**src/design/hhd_pkg.sv**
```systemverilog
// shared types and constants of the heading hold drive controller
`default_nettype none

package hhd_pkg;

    typedef enum logic [2:0] {
        OP_TICK      = 3'd0,
        OP_FORWARD   = 3'd1,
        OP_BACK      = 3'd2,
        OP_LEFT      = 3'd3,
        OP_RIGHT     = 3'd4,
        OP_STOP      = 3'd5,
        OP_RESET_HDG = 3'd6
    } t_op;

    typedef enum logic [2:0] {
        MODE_STOP   = 3'd0,
        MODE_FWD    = 3'd1,
        MODE_BACK   = 3'd2,
        MODE_LEFT   = 3'd3,
        MODE_RIGHT  = 3'd4,
        MODE_SETTLE = 3'd5
    } t_mode;

    typedef enum logic [2:0] {
        CFG_TRIM_STEP       = 3'd0,
        CFG_HEADING_TOL     = 3'd1,
        CFG_TURN_DUTY       = 3'd2,
        CFG_MIN_DUTY        = 3'd3,
        CFG_MAX_DUTY        = 3'd4,
        CFG_SETTLE_NEEDED   = 3'd5,
        CFG_SETTLE_LIMIT    = 3'd6,
        CFG_WRONG_WAY_LIMIT = 3'd7
    } t_cfg_idx;

    // line order: left fwd, left back, right fwd, right back
    localparam logic [3:0] LINES_OFF        = 4'h0;
    localparam logic [3:0] LINES_FWD        = 4'hA;
    localparam logic [3:0] LINES_BACK       = 4'h5;
    localparam logic [3:0] LINES_TURN_L     = 4'h2;
    localparam logic [3:0] LINES_TURN_L_REV = 4'h1;
    localparam logic [3:0] LINES_TURN_R     = 4'h8;
    localparam logic [3:0] LINES_TURN_R_REV = 4'h4;
    localparam logic [3:0] LINES_PIVOT_L    = 4'h6;
    localparam logic [3:0] LINES_PIVOT_R    = 4'h9;

    localparam logic [13:0] DIST_RESET   = 14'h3FFF;
    localparam logic [7:0]  RUN_L_RESET  = 8'd215;
    localparam logic [7:0]  RUN_R_RESET  = 8'd130;

    typedef struct packed {
        logic [7:0] trim_step;
        logic [7:0] heading_tol;
        logic [7:0] turn_duty;
        logic [7:0] min_duty;
        logic [7:0] max_duty;
        logic [3:0] settle_needed;
        logic [6:0] settle_limit;
        logic [2:0] wrong_way_limit;
    } t_cfg;

    typedef struct packed {
        t_mode      mode;
        logic [3:0] lines;
        logic [7:0] duty_l;
        logic [7:0] duty_r;
        logic       pulse;
    } t_result;

endpackage

`default_nettype wire

```
**src/design/heading_hold_drive_controller.sv**
```systemverilog
// top level of the heading hold drive controller
// usage:
//   input channel: i_in_valid with i_operation, i_heading_sample and
//   i_turn_degrees; the block holds o_in_stall high when it cannot take a beat
//   output channel: o_out_valid with the drive mode, four motor lines, two
//   duties and the pivot pulse flag; the receiver holds i_out_stall to wait
//   every input beat gives exactly one output beat, in order
//   an accepted beat waits in the input register; state update and result
//   capture then share the same edge, which writes the output register; that
//   edge is held off while the receiver stalls a pending result
//   throughput is one beat per cycle while the receiver does not stall
//   a stalled result keeps its value and the input register still takes one
//   more beat, after which o_in_stall rises
//   configuration: i_cfg_wr_en writes i_cfg_data into register i_cfg_index
//   at the clock edge; write only while no beat is in flight
//   reset (i_rst_n low, synchronous) empties both registers, loads default
//   configuration and returns the controller to stop with lines off
`default_nettype none

module heading_hold_drive_controller
    import hhd_pkg::*;
(
    input  wire logic       i_clk,
    input  wire logic       i_rst_n,
    input  wire logic       i_cfg_wr_en,
    input  wire logic [2:0] i_cfg_index,
    input  wire logic [7:0] i_cfg_data,
    input  wire logic       i_in_valid,
    output logic            o_in_stall,
    input  wire logic [2:0] i_operation,
    input  wire logic [8:0] i_heading_sample,
    input  wire logic [7:0] i_turn_degrees,
    output logic            o_out_valid,
    input  wire logic       i_out_stall,
    output logic [2:0]      o_drive_mode,
    output logic            o_left_forward,
    output logic            o_left_backward,
    output logic            o_right_forward,
    output logic            o_right_backward,
    output logic [7:0]      o_left_duty,
    output logic [7:0]      o_right_duty,
    output logic            o_pivot_pulse
);

    t_cfg       cfg;
    t_result    res;
    logic       advance;
    logic       in_take;

    logic       r_in_valid;
    logic [2:0] r_op;
    logic [8:0] r_heading;
    logic [7:0] r_degrees;
    logic       r_out_valid;
    t_result    r_res;

    hhd_cfg_regs u_cfg (
        .i_clk       (i_clk),
        .i_rst_n     (i_rst_n),
        .i_cfg_wr_en (i_cfg_wr_en),
        .i_cfg_index (i_cfg_index),
        .i_cfg_data  (i_cfg_data),
        .o_cfg       (cfg)
    );

    hhd_core u_core (
        .i_clk     (i_clk),
        .i_rst_n   (i_rst_n),
        .i_cfg     (cfg),
        .i_step    (advance),
        .i_op      (r_op),
        .i_heading (r_heading),
        .i_degrees (r_degrees),
        .o_res     (res)
    );

    assign advance    = r_in_valid && (!r_out_valid || !i_out_stall);
    assign o_in_stall = r_in_valid && !advance;
    assign in_take    = i_in_valid && !o_in_stall;

    always_ff @(posedge i_clk) begin
        if (!i_rst_n) begin
            r_in_valid <= 1'b0;
        end else if (in_take) begin
            r_in_valid <= 1'b1;
        end else if (advance) begin
            r_in_valid <= 1'b0;
        end
    end

    always_ff @(posedge i_clk) begin
        if (in_take) begin
            r_op      <= i_operation;
            r_heading <= i_heading_sample;
            r_degrees <= i_turn_degrees;
        end
    end

    always_ff @(posedge i_clk) begin
        if (!i_rst_n) begin
            r_out_valid <= 1'b0;
        end else if (advance) begin
            r_out_valid <= 1'b1;
        end else if (!i_out_stall) begin
            r_out_valid <= 1'b0;
        end
    end

    always_ff @(posedge i_clk) begin
        if (advance) begin
            r_res <= res;
        end
    end

    assign o_out_valid      = r_out_valid;
    assign o_drive_mode     = r_res.mode;
    assign o_left_forward   = r_res.lines[3];
    assign o_left_backward  = r_res.lines[2];
    assign o_right_forward  = r_res.lines[1];
    assign o_right_backward = r_res.lines[0];
    assign o_left_duty      = r_res.duty_l;
    assign o_right_duty     = r_res.duty_r;
    assign o_pivot_pulse    = r_res.pulse;

endmodule

`default_nettype wire

```
**src/design/hhd_cfg_regs.sv**
```systemverilog
// configuration register file
`default_nettype none

module hhd_cfg_regs
    import hhd_pkg::*;
(
    input  wire logic       i_clk,
    input  wire logic       i_rst_n,
    input  wire logic       i_cfg_wr_en,
    input  wire logic [2:0] i_cfg_index,
    input  wire logic [7:0] i_cfg_data,
    output t_cfg            o_cfg
);

    t_cfg r_cfg;

    always_ff @(posedge i_clk) begin
        if (!i_rst_n) begin
            r_cfg.trim_step       <= 8'd2;
            r_cfg.heading_tol     <= 8'd1;
            r_cfg.turn_duty       <= 8'd120;
            r_cfg.min_duty        <= 8'd90;
            r_cfg.max_duty        <= 8'd255;
            r_cfg.settle_needed   <= 4'd10;
            r_cfg.settle_limit    <= 7'd100;
            r_cfg.wrong_way_limit <= 3'd5;
        end else if (i_cfg_wr_en) begin
            case (t_cfg_idx'(i_cfg_index))
                CFG_TRIM_STEP:       r_cfg.trim_step       <= i_cfg_data;
                CFG_HEADING_TOL:     r_cfg.heading_tol     <= i_cfg_data;
                CFG_TURN_DUTY:       r_cfg.turn_duty       <= i_cfg_data;
                CFG_MIN_DUTY:        r_cfg.min_duty        <= i_cfg_data;
                CFG_MAX_DUTY:        r_cfg.max_duty        <= i_cfg_data;
                CFG_SETTLE_NEEDED:   r_cfg.settle_needed   <= i_cfg_data[3:0];
                CFG_SETTLE_LIMIT:    r_cfg.settle_limit    <= i_cfg_data[6:0];
                CFG_WRONG_WAY_LIMIT: r_cfg.wrong_way_limit <= i_cfg_data[2:0];
                default: ;
            endcase
        end
    end

    assign o_cfg = r_cfg;

endmodule

`default_nettype wire

```
**src/design/hhd_core.sv**
```systemverilog
// controller state and per-beat next-state logic
`default_nettype none

module hhd_core
    import hhd_pkg::*;
(
    input  wire logic       i_clk,
    input  wire logic       i_rst_n,
    input  wire t_cfg       i_cfg,
    input  wire logic       i_step,
    input  wire logic [2:0] i_op,
    input  wire logic [8:0] i_heading,
    input  wire logic [7:0] i_degrees,
    output t_result         o_res
);

    t_mode              r_mode,     n_mode;
    logic signed [8:0]  r_target,   n_target;
    logic [13:0]        r_prev,     n_prev;
    logic               r_rev,      n_rev;
    logic [2:0]         r_wcount,   n_wcount;
    logic [3:0]         r_settled,  n_settled;
    logic [6:0]         r_sticks,   n_sticks;
    logic [7:0]         r_run_l,    n_run_l;
    logic [7:0]         r_run_r,    n_run_r;
    logic [3:0]         r_lines,    n_lines;
    logic [7:0]         r_cmp_l,    n_cmp_l;
    logic [7:0]         r_cmp_r,    n_cmp_r;

    logic signed [8:0]  hdg_raw;
    logic signed [8:0]  cur;
    logic signed [9:0]  diff;
    logic [9:0]         absd;
    logic [7:0]         hdg_err;
    logic               short_left;
    logic signed [10:0] cur_w;
    logic signed [10:0] tgt_hi;
    logic signed [10:0] tgt_lo;
    logic [7:0]         l_plus, l_minus, r_plus, r_minus;
    logic signed [9:0]  turn_sum;
    logic signed [9:0]  turn_tgt;
    logic [3:0]         wnext;
    logic [7:0]         tnext;
    logic               pulse;
    logic [3:0]         pulse_lines;

    function automatic logic [7:0] clamp_duty(input logic signed [9:0] v,
                                              input logic [7:0] lo,
                                              input logic [7:0] hi);
        logic [7:0] res;
        if (v < $signed({2'b00, lo})) begin
            res = lo;
        end else if (v > $signed({2'b00, hi})) begin
            res = hi;
        end else begin
            res = v[7:0];
        end
        return res;
    endfunction

    // sample clamp, heading geometry, trimmed duties and turn target
    always_comb begin
        hdg_raw = $signed(i_heading);
        if (hdg_raw > 9'sd180) begin
            cur = 9'sd180;
        end else if (hdg_raw < -9'sd180) begin
            cur = -9'sd180;
        end else begin
            cur = hdg_raw;
        end
        diff = {cur[8], cur} - {r_target[8], r_target};
        absd = diff[9] ? 10'(-diff) : 10'(diff);
        hdg_err = (absd > 10'd180) ? 8'(10'd360 - absd) : absd[7:0];
        short_left = diff[9] ? (diff > -10'sd180) : (diff >= 10'sd180);
        cur_w  = 11'(cur);
        tgt_hi = 11'(r_target) + $signed({3'b000, i_cfg.heading_tol});
        tgt_lo = 11'(r_target) - $signed({3'b000, i_cfg.heading_tol});
        l_plus  = clamp_duty($signed({2'b00, r_cmp_l}) + $signed({2'b00, i_cfg.trim_step}),
                             i_cfg.min_duty, i_cfg.max_duty);
        l_minus = clamp_duty($signed({2'b00, r_cmp_l}) - $signed({2'b00, i_cfg.trim_step}),
                             i_cfg.min_duty, i_cfg.max_duty);
        r_plus  = clamp_duty($signed({2'b00, r_cmp_r}) + $signed({2'b00, i_cfg.trim_step}),
                             i_cfg.min_duty, i_cfg.max_duty);
        r_minus = clamp_duty($signed({2'b00, r_cmp_r}) - $signed({2'b00, i_cfg.trim_step}),
                             i_cfg.min_duty, i_cfg.max_duty);
        if (t_op'(i_op) == OP_LEFT) begin
            turn_sum = 10'(cur) + $signed({2'b00, i_degrees});
            turn_tgt = (turn_sum > 10'sd180) ? turn_sum - 10'sd360 : turn_sum;
        end else begin
            turn_sum = 10'(cur) - $signed({2'b00, i_degrees});
            turn_tgt = (turn_sum < -10'sd180) ? turn_sum + 10'sd360 : turn_sum;
        end
        wnext = {1'b0, r_wcount} + 4'd1;
        tnext = {1'b0, r_sticks} + 8'd1;
    end

    // next state
    always_comb begin
        n_mode    = r_mode;
        n_target  = r_target;
        n_prev    = r_prev;
        n_rev     = r_rev;
        n_wcount  = r_wcount;
        n_settled = r_settled;
        n_sticks  = r_sticks;
        n_run_l   = r_run_l;
        n_run_r   = r_run_r;
        n_lines   = r_lines;
        n_cmp_l   = r_cmp_l;
        n_cmp_r   = r_cmp_r;
        pulse       = 1'b0;
        pulse_lines = LINES_OFF;

        case (t_op'(i_op))
            OP_TICK: begin
                case (r_mode)
                    MODE_FWD: begin
                        if (hdg_err >= i_cfg.heading_tol) begin
                            if (short_left) begin
                                n_run_l = l_minus;
                                n_run_r = r_plus;
                            end else begin
                                n_run_l = l_plus;
                                n_run_r = r_minus;
                            end
                            n_cmp_l = n_run_l;
                            n_cmp_r = n_run_r;
                        end
                    end
                    MODE_BACK: begin
                        if (cur_w > tgt_hi) begin
                            n_run_l = l_minus;
                            n_run_r = r_plus;
                            n_cmp_l = l_minus;
                            n_cmp_r = r_plus;
                        end else if (cur_w < tgt_lo) begin
                            n_run_l = l_plus;
                            n_run_r = r_minus;
                            n_cmp_l = l_plus;
                            n_cmp_r = r_minus;
                        end
                    end
                    MODE_LEFT, MODE_RIGHT: begin
                        if (hdg_err <= i_cfg.heading_tol) begin
                            n_mode    = MODE_SETTLE;
                            n_settled = 4'd0;
                            n_sticks  = 7'd0;
                        end else begin
                            if (r_mode == MODE_LEFT) begin
                                n_lines = r_rev ? LINES_TURN_L_REV : LINES_TURN_L;
                            end else begin
                                n_lines = r_rev ? LINES_TURN_R_REV : LINES_TURN_R;
                            end
                            n_cmp_l = i_cfg.turn_duty;
                            n_cmp_r = i_cfg.turn_duty;
                        end
                        if ({6'd0, hdg_err} > r_prev) begin
                            if (wnext > {1'b0, i_cfg.wrong_way_limit}) begin
                                n_rev    = ~r_rev;
                                n_wcount = 3'd0;
                            end else begin
                                n_wcount = wnext[2:0];
                            end
                        end else begin
                            n_wcount = 3'd0;
                        end
                        n_prev = {6'd0, hdg_err};
                    end
                    MODE_SETTLE: begin
                        n_sticks = tnext[7] ? 7'd127 : tnext[6:0];
                        if (r_settled > i_cfg.settle_needed ||
                            tnext > {1'b0, i_cfg.settle_limit}) begin
                            n_mode  = MODE_STOP;
                            n_lines = LINES_OFF;
                            n_cmp_l = 8'd0;
                            n_cmp_r = 8'd0;
                        end else if (hdg_err <= i_cfg.heading_tol) begin
                            if (r_settled != 4'd15) begin
                                n_settled = r_settled + 4'd1;
                            end
                            n_lines = LINES_OFF;
                        end else begin
                            n_settled   = 4'd0;
                            pulse       = 1'b1;
                            pulse_lines = short_left ? LINES_PIVOT_L : LINES_PIVOT_R;
                            n_cmp_l     = i_cfg.turn_duty;
                            n_cmp_r     = i_cfg.turn_duty;
                            n_lines     = LINES_OFF;
                        end
                    end
                    default: ;
                endcase
            end
            OP_FORWARD, OP_BACK: begin
                n_mode  = (t_op'(i_op) == OP_FORWARD) ? MODE_FWD : MODE_BACK;
                n_lines = (t_op'(i_op) == OP_FORWARD) ? LINES_FWD : LINES_BACK;
                n_cmp_l = r_run_l;
                n_cmp_r = r_run_r;
            end
            OP_LEFT, OP_RIGHT: begin
                if (i_degrees <= 8'd180) begin
                    n_mode   = (t_op'(i_op) == OP_LEFT) ? MODE_LEFT : MODE_RIGHT;
                    n_target = turn_tgt[8:0];
                    n_prev   = DIST_RESET;
                    n_rev    = 1'b0;
                    n_wcount = 3'd0;
                end
            end
            OP_STOP: begin
                n_mode  = MODE_STOP;
                n_lines = LINES_OFF;
                n_cmp_l = 8'd0;
                n_cmp_r = 8'd0;
            end
            OP_RESET_HDG: begin
                n_target = cur;
            end
            default: ;
        endcase

        o_res.mode   = n_mode;
        o_res.lines  = pulse ? pulse_lines : n_lines;
        o_res.duty_l = n_cmp_l;
        o_res.duty_r = n_cmp_r;
        o_res.pulse  = pulse;
    end

    always_ff @(posedge i_clk) begin
        if (!i_rst_n) begin
            r_mode    <= MODE_STOP;
            r_target  <= 9'sd0;
            r_prev    <= DIST_RESET;
            r_rev     <= 1'b0;
            r_wcount  <= 3'd0;
            r_settled <= 4'd0;
            r_sticks  <= 7'd0;
            r_run_l   <= RUN_L_RESET;
            r_run_r   <= RUN_R_RESET;
            r_lines   <= LINES_OFF;
            r_cmp_l   <= 8'd0;
            r_cmp_r   <= 8'd0;
        end else if (i_step) begin
            r_mode    <= n_mode;
            r_target  <= n_target;
            r_prev    <= n_prev;
            r_rev     <= n_rev;
            r_wcount  <= n_wcount;
            r_settled <= n_settled;
            r_sticks  <= n_sticks;
            r_run_l   <= n_run_l;
            r_run_r   <= n_run_r;
            r_lines   <= n_lines;
            r_cmp_l   <= n_cmp_l;
            r_cmp_r   <= n_cmp_r;
        end
    end

endmodule

`default_nettype wire

```
**config.mk**
```make
export PLATFORM = sky130hd
export DESIGN_NAME = heading_hold_drive_controller
export DESIGN_NICKNAME = d
export VERILOG_FILES = /design/src/design/hhd_pkg.sv /design/src/design/heading_hold_drive_controller.sv /design/src/design/hhd_cfg_regs.sv /design/src/design/hhd_core.sv
export SDC_FILE = /design/constraint.sdc
export NUM_CORES = 1
export LEC_CHECK = 0
export BUFFER_PORTS_ARGS = -buffer_cell sky130_fd_sc_hd__buf_2
export CAP_MARGIN = 20
export CORE_UTILIZATION = 50
export CTS_BUF_LIST = sky130_fd_sc_hd__clkbuf_8
export CTS_CLUSTER_SIZE = 20
export DETAILED_ROUTE_END_ITERATION = 16
export PLACE_DENSITY = 0.67
export SKIP_CTS_REPAIR_TIMING = 1
export SLEW_MARGIN = 20
export SYNTH_ARGS = -nofsm -noshare
export SYNTH_HDL_FRONTEND = slang
export SYNTH_SLANG_ARGS = --single-unit
```
**constraint.sdc**
```tcl
create_clock -name i_clk -period 18.72 [get_ports i_clk]
set_input_delay 0.936 -clock i_clk [delete_from_list [all_inputs] [get_ports i_clk]]
set_output_delay 0.936 -clock i_clk [all_outputs]
set_load 0.02 [all_outputs]
```
* Word level (Yosys, flattened, before mapping)
Cells that the tools add are included.
** Word-level totals
- Input port bits :: 36
- Output and inout port bits :: 26
- Bits in registers :: 177
** Cells by class
- Muxes and demuxes :: 91
- Order comparisons :: 24
- Bitwise operators :: 1
- Reductions and logical operators :: 33
- Add/subtract/negate cells :: 16
- Equality and inequality tests :: 29
** Operators by type and width (count)
- $mux W8 :: 27
- $pmux W8 S4 :: 2
- $mux W4 :: 14
- $mux W9 :: 6
- $pmux W8 S3 :: 2
- $gt A10 B9 Y1 :: 4
- $lt A10 B9 Y1 :: 4
- $pmux W8 S2 :: 2
- $sub A9 B9 Y10 :: 3
- $mux W14 :: 2
- $pmux W14 S2 :: 1
- $eq A3 B3 Y1 const B :: 9
- $mux W3 :: 8
- $add A9 B9 Y10 :: 2
- $gt A10 B9 Y1 const B :: 2
- $add A8 B8 Y9 :: 2
- $eq A3 B2 Y1 const B :: 6
- $pmux W9 S2 :: 1
- $sub A8 B8 Y9 :: 2
- $pmux W4 S2 :: 2
- $reduce_and A2 Y1 :: 8
- $gt A8 B14 Y1 :: 1
- $mux W7 :: 2
- $pmux W7 S2 :: 1
- other kinds (44) :: 81

* Depth between registers and ports, before layout
Gate-level depths: netlist (run 1).
- Depth after elaboration :: 14
- Gate-level depth with buffers :: 34

* Cells and area by module
From an unflattened synthesis (run 1), not the netlist that was laid out.
** Unflattened totals
- Cells, all modules :: 2023
- Area total of the unflattened synthesis :: 16387.0 um^2
** Modules (own cells, without submodules)
- hhd_core :: cells each 1763, area each 12816.0 um^2, seq. area each 1441.4 um^2, times used 1
- hhd_cfg_regs :: cells each 208, area each 2165.8 um^2, seq. area each 1081.0 um^2, times used 1
- heading_hold_drive_controller :: cells each 52, area each 1405.1 um^2, seq. area each 1361.3 um^2, times used 1

* Worst setup path before layout (run 1)
No wires, ideal clock.
- Kind :: register to register
- Start point :: reg r_heading[6]
- End point :: reg r_res (netlist bit o_left_duty[1]), data pin
- Data arrival time :: 7.110 ns
- Stages on the path, launching flop included :: 29
- Data required time :: 18.456 ns
- Slack :: 11.346 ns
- Path through :: edfxtp_1 a21oi_1 a211o_1 buf_2 o21ai_0 ha_1 a211oi_1 nor2_1 or4b_1 o21ai_1 mux2i_1 ha_1 o21a_1 o32a_1 buf_6 nor4_4 xor2_1 inv_1 ha_1 nand2_1 o21ai_0 o22ai_1 a21oi_1 o22ai_1 nand2b_1 a222oi_1 o21ai_0 a221oi_1 nand2_1
** RTL lines
- from (decl) :: line heading_hold_drive_controller.sv:52 : logic [8:0] r_heading;
- from (signal assigned) :: line heading_hold_drive_controller.sv:94 : r_heading <= i_heading_sample;
- to (signal assigned) :: line heading_hold_drive_controller.sv:111 : r_res <= res;
- to (decl) :: line heading_hold_drive_controller.sv:55 : t_result r_res;

==> metrics.md, run 1 <==
| Metric | Value |
|---|---|
| Core footprint | `30900 um2` |
| Power per cell area | `85.7 nW/um2` |
| Post-Syn Instances | `2000` |
| Starting Density | `51.4%` |
| Num CTS Buffers | `17` |
| Final Hold Fails | `0` |
| Final setup TNS | `0 ns` |
| Seq/Total Area, Yosys | `24.4%` |
| DRC violations left | `0` |
| Avg Synthesized Cell Area | `7.95 um2` |
| H-tree level count | `4` |
| Largest net degree at the start of global routing | `78` |
| Tot GR Track Use | `32.0%` |
| Number of global-route vias before repair | `14692` |
| I/O Buffers | `61` |
| Mapped Area | `15900 um2` |
| #FFs+latches synth | `172` |
| Post-DR wirelength/cell | `21.6 um` |
| Vias | `15512` |
| CP Class | `flip-flop to flip-flop` |
| Most common cell after layout, fill and taps aside | `nand2_1` |
| Startpoint Class | `flip-flop` |
| Die area | `32500 um2` |
| Clock root buffer | `clkbuf_8` |
| RSZ-0062 raised after global routing | `false` |
| Max FO, Critical Path | `17` |
| CP max stage delay | `0.62 ns` |
| TritonCTS clock tree | `yes` |
| Most frequent cells in the layout | `nand2_1 (235), a21oi_1 (197), ha_1 (183)` |
| Die width | `180 um` |
| Initial antenna violation count | `2` |
| Total design power | `1.45 mW` |
| WP data required | `18.97 ns` |
| GRT overflow | `0` |
| Layout Skew | `0.0158 ns` |
| Main synth FF type | `dfxtp_1` |
| EDFF count, synth | `44` |
| Clock sinks | `172` |
| Rows | `64` |
| Final ANT Viol Nets | `0` |
| RD Place Congestion | `0.959` |
| First-pass GRT wire length | `81700 um` |
| Final setup vio count | `0` |
| Layout net count | `2240` |
| Synth Warn # | `0` |
| Crit path max-delay family | `compound AO/OA/AOI/OAI gates` |
| Syn_nets | `2225` |
| Max-cap violations | `0` |
| Layout cells sized above 1 | `8.68%` |
| Slew headroom | `26.0%` |
| CTS clk-pin slew, worst paths | `0.10 ns` |
| Worst skew pair latency | `0.49 ns` |
| Buf/Inv on CP | `3` |
| Vias per inst | `6.39` |
| DP Area | `16500 um2` |
| Area Growth Syn to Fin | `6.45%` |
| Max clock buf depth | `2` |
| Peak supply drop | `52.2 uV` |
| HPWL Detailed | `39700 um` |
| CP max stage cell | `a21oi_1` |
| CP Data Arrival Time | `9.14 ns` |
| Synth unique cells | `96` |
| Drt first pass iters | `6` |
| Asr flop ratio synth | `0%` |
| Final Cycle Share | `47.5%` |
| Max-slew violation count | `0` |
| Status | `finished, final reports clean` |
| Worst slew pin tran | `1.11 ns` |
| Finished Layout Cells | `2426` |
| Maximum clock rate | `112 MHz` |
| Initial DRC count | `1711` |
| Crit end category | `flip-flop` |
| Die Y | `180 um` |
| Hold crit path type | `flip-flop to flip-flop` |
| Final min period | `8.89 ns` |
| Cell area after layout | `16900 um2` |
| Post-Place Cells | `2391` |
| Pleak | `7.20 nW` |
| # IOs | `62` |
| Final wirelength | `52500 um` |
[power breakdown]
part | total, mW | switching [mW] | leakage (nW) | internal, mW
combinational | 0.755 | 0.492 | 5.53 | 0.263
clock | 0.279 | 0.157 | 0.203 | 0.123
sequential | 0.416 | 0.0191 | 1.47 | 0.397
[cell usage after synthesis, types with 7 or more instances]
master / instances / area share, %
a2111oi_0: 10 / 0.55
ha_1: 183 / 14
nor4_1: 10 / 0.39
or2_2: 10 / 0.39
nor2b_1: 33 / 1.3
xor2_1: 22 / 1.2
buf_2: 10 / 0.31
o21ai_0: 121 / 3.8
a31oi_1: 25 / 0.98
nand2b_1: 18 / 0.71
o211ai_1: 43 / 2.0
mux2_2: 14 / 0.99
clkbuf_1: 66 / 1.6
nand4_1: 16 / 0.63
nand2_1: 235 / 5.5
a21oi_1: 198 / 6.2
nor3_1: 43 / 1.4
o31ai_1: 16 / 0.76
and2_1: 11 / 0.43
nand3_1: 39 / 1.2
a221oi_1: 17 / 0.94
xnor2_1: 63 / 3.5
edfxtp_1: 44 / 8.3
and3_1: 13 / 0.51
o221ai_1: 9 / 0.50
nor3b_1: 7 / 0.33
o21a_1: 20 / 0.94
or3_1: 15 / 0.59
a211oi_1: 32 / 1.5
nor2_1: 149 / 3.5
o41ai_1: 7 / 0.39
mux2i_1: 66 / 4.2
a21o_1: 22 / 1.0
buf_1: 7 / 0.17
inv_1: 122 / 2.9
o21bai_1: 18 / 0.85
dfxtp_1: 128 / 16
[logic make-up after synthesis]
family | after synthesis | share of synthesized area, %
AOI/OAI and AO/OA | 643 | 27.0
and+or+nand+nor | 615 | 17.9
buffers and inverters | 210 | 5.13
adders and majority gates | 192 | 15.4
DFF | 172 | 24.4
xor gates and xnor gates | 88 | 5.03
muxes | 80 | 5.15
[stage by stage]
stage | setup slack [ns] | hold WS, ns | util (%)
2_1_floorplan | 11.35 | 0.423 | -
3_3_place_gp | 10.08 | 0.438 | 53.4
3_5_place_dp | 9.98 | 0.444 | 53.4
4_1_cts | 9.91 | 0.458 | 54.7
5_1_grt | 9.20 | 0.490 | 54.7
6_report | 9.83 | 0.458 | 54.7
[flip-flops by register name, indices dropped and copies added, names as in the netlist, 4 cells and up]
register and count:
o_left_duty 8, o_right_duty 8, r_degrees 8, r_heading 9
u_cfg.o_cfg 54, u_core.r_cmp_l 8, u_core.r_cmp_r 8, u_core.r_lines 4
u_core.r_prev 9, u_core.r_run_l 8, u_core.r_run_r 8, u_core.r_settled 4
u_core.r_sticks 7, u_core.r_target 9
[tightest hold or removal path, stage by stage, from the launching register on]
cell and delay, ns:
dfxtp_1 0.33, nand2_1 0.05, nand2_1 0.04
[final timing paths]
kind / from / end / slack [ns] / cells after the start
max: r_heading[6] / o_left_duty[1] / 9.83 / 28
min: u_core.r_prev[12] / u_core.r_prev[12] / 0.46 / 2
max reg2reg: r_heading[6] / o_left_duty[1] / 9.83 / 28
min reg2reg: u_core.r_prev[12] / u_core.r_prev[12] / 0.46 / 2
[cell type report]
cell class | instances | area (um2)
inverter | 125 | 469
sequential | 172 | 3880
clock inverter | 14 | 141
clock buffer | 18 | 248
tap | 396 | 495
fill | 2942 | 14000
multi-input combinational | 1618 | 11200
antenna | 2 | 5.00
timing repair buffer | 81 | 455
[per-layer routing]
metal | routed length [um] | vias to the layer above | global-route usage [%]
met5 | 0 | - | 0
met4 | 1810 | 0 | 12.2
met3 | 4780 | 123 | 6.10
met2 | 22500 | 684 | 49.2
met1 | 23400 | 7330 | 44.2
li1 | - | 7375 | -
Power figures use the tool's default switching activity.
==> inputs of run 2 (changes only) <==
Clock period 18.72 ns to 9.15 ns, I/O delays scaled along.
==> metrics.md, run 2 (synthesis gave the netlist of run 1 again) <==
| Metric | Value |
|---|---|
| Area Growth Syn to Fin | `6.49%` |
| Tot GR Track Use | `32.4%` |
| Final Cycle Share | `92.9%` |
| Worst skew pair latency | `0.50 ns` |
| Max-slew violation count | `0` |
| CP max stage delay | `0.52 ns` |
| CP max stage cell | `o32a_1` |
| First-pass GRT wire length | `82300 um` |
| Final wirelength | `53000 um` |
| Vias | `15659` |
| Die area | `32500 um2` |
| Vias per inst | `6.45` |
| Maximum clock rate | `118 MHz` |
| Max FO, Critical Path | `11` |
| Drt first pass iters | `7` |
| Hold crit path type | `input pin to flip-flop` |
| Die Y | `180 um` |
| Pleak | `7.21 nW` |
| Finished Layout Cells | `2427` |
| Post-DR wirelength/cell | `21.9 um` |
| Core footprint | `30900 um2` |
| H-tree level count | `4` |
| Setup WS post-layout | `0.645 ns` |
| Layout net count | `2243` |
| Most common cell after layout, fill and taps aside | `nand2_1` |
| Final Hold Fails | `0` |
| HPWL Detailed | `40100 um` |
| Final setup vio count | `0` |
| DP Area | `16500 um2` |
| Clock root buffer | `clkbuf_8` |
| Peak supply drop | `117 uV` |
| Power per cell area | `173 nW/um2` |
| Crit-path most repeated cell | `o21ai_0` |
| Switching Share | `46.2%` |
| Sequential group share of total power | `29.1%` |
| CP Data Arrival Time | `8.76 ns` |
| Filler Cell Count | `2906` |
| Area occupied by multi-input gates | `11200 um2` |
| Final min period | `8.50 ns` |
| Initial DRC count | `1778` |
| Number of global-route vias before repair | `14504` |
| Crit end category | `flip-flop` |
| CP Class | `flip-flop to flip-flop` |
| Most frequent cells in the layout | `nand2_1 (235), a21oi_1 (196), ha_1 (183)` |
| Max clock buf depth | `2` |
| Post-Place Cells | `2395` |
| Starting Density | `51.4%` |
| Crit path max-delay family | `compound AO/OA/AOI/OAI gates` |
| Comb power frac | `53.0%` |
| Rows | `64` |
| Initial antenna violation count | `0` |
| Startpoint Class | `flip-flop` |
| RD Place Congestion | `0.939` |
| Worst slew pin tran | `1.16 ns` |
| P_int | `1.57 mW` |
| WP data required | `9.40 ns` |
| N_diodes | `0` |
| Buf/Inv on CP | `2` |
| Final setup TNS | `0 ns` |
| Cell area after layout | `16900 um2` |
| TritonCTS clock tree | `yes` |
| Clock sinks | `172` |
| Status | `finished, final reports clean` |
| CTS clk-pin slew, worst paths | `0.10 ns` |
| DRC violations left | `0` |
| Die width | `180 um` |
| Sequential Area | `3880 um2` |
| Final ANT Viol Nets | `0` |
| Hold_ws | `0.127 ns` |
| Num CTS Buffers | `17` |
| Max reg flops | `54` |
| GRT overflow | `0` |
| Layout Skew | `0.0210 ns` |
| I/O Buffers | `61` |
| RSZ-0062 raised after global routing | `false` |
| Clk pwr share | `18.0%` |
| Sw power | `1.35 mW` |
| Slew headroom | `22.2%` |
| Largest net degree at the start of global routing | `77` |
| Dpl ws | `0.741 ns` |
| Max-cap violations | `0` |
| # IOs | `62` |
| Layout cells sized above 1 | `8.76%` |
run 2: worst paths after layout:
path                       startpoint                end  slack, ns  cells after the start
setup / recovery         r_heading[2]     o_left_duty[1]       0.65                     30
setup reg to reg         r_heading[2]     o_left_duty[1]       0.65                     30
hold reg to reg     u_core.r_prev[12]  u_core.r_prev[12]       0.46                      2
hold / removal    i_heading_sample[1]       r_heading[1]       0.13                      1
run 2: through the flow:
| step | util [%] | power [mW] |
|---|---|---|
| floorplan | - | 1.94 |
| global placement | 53.5 | 2.34 |
| detailed placement | 53.5 | 2.36 |
| CTS | 54.7 | 2.89 |
| global route | 54.8 | 3.09 |
| finish | 54.8 | 2.92 |
run 2: layer usage:
metal / GRT usage [%] / vias up / part of all wire (%)
li1: - / 7388 / -
met1: 46.3 / 7413 / 46
met2: 50.2 / 772 / 43
met3: 4.69 / 86 / 9.1
met4: 9.68 / 0 / 2.2
met5: 0 / - / 0
run 2: cell type report:
cell class,instances,area share [%]
clock buffers,18,1.46
clock inverters,14,0.636
inverters,125,2.77
multi-input cells,1618,66.4
flip-flops and latches,172,22.9
well taps,396,2.93
repair buffers,84,2.82
run 2: power groups by stage:
| stage | Sequential (mW) | Clock (mW) | Combinational, mW |
|---|---|---|---|
| finish | 0.850 | 0.525 | 1.55 |
| CTS | 0.848 | 0.531 | 1.51 |
| detailed placement | 0.866 | 0 | 1.50 |
| global placement | 0.865 | 0 | 1.47 |
| floorplan | 0.855 | 0 | 1.08 |
| global route | 0.854 | 0.559 | 1.68 |
run 2: worst register-to-register path, delay by kind of cell (launching register included):
family / cells / cell delay (ns)
flops: 1 / 0.41
buf+inv: 2 / 0.33
compound gates: 14 / 4.34
xor+xnor: 3 / 0.53
fa+ha+maj: 3 / 1.01
simple gates: 8 / 1.63
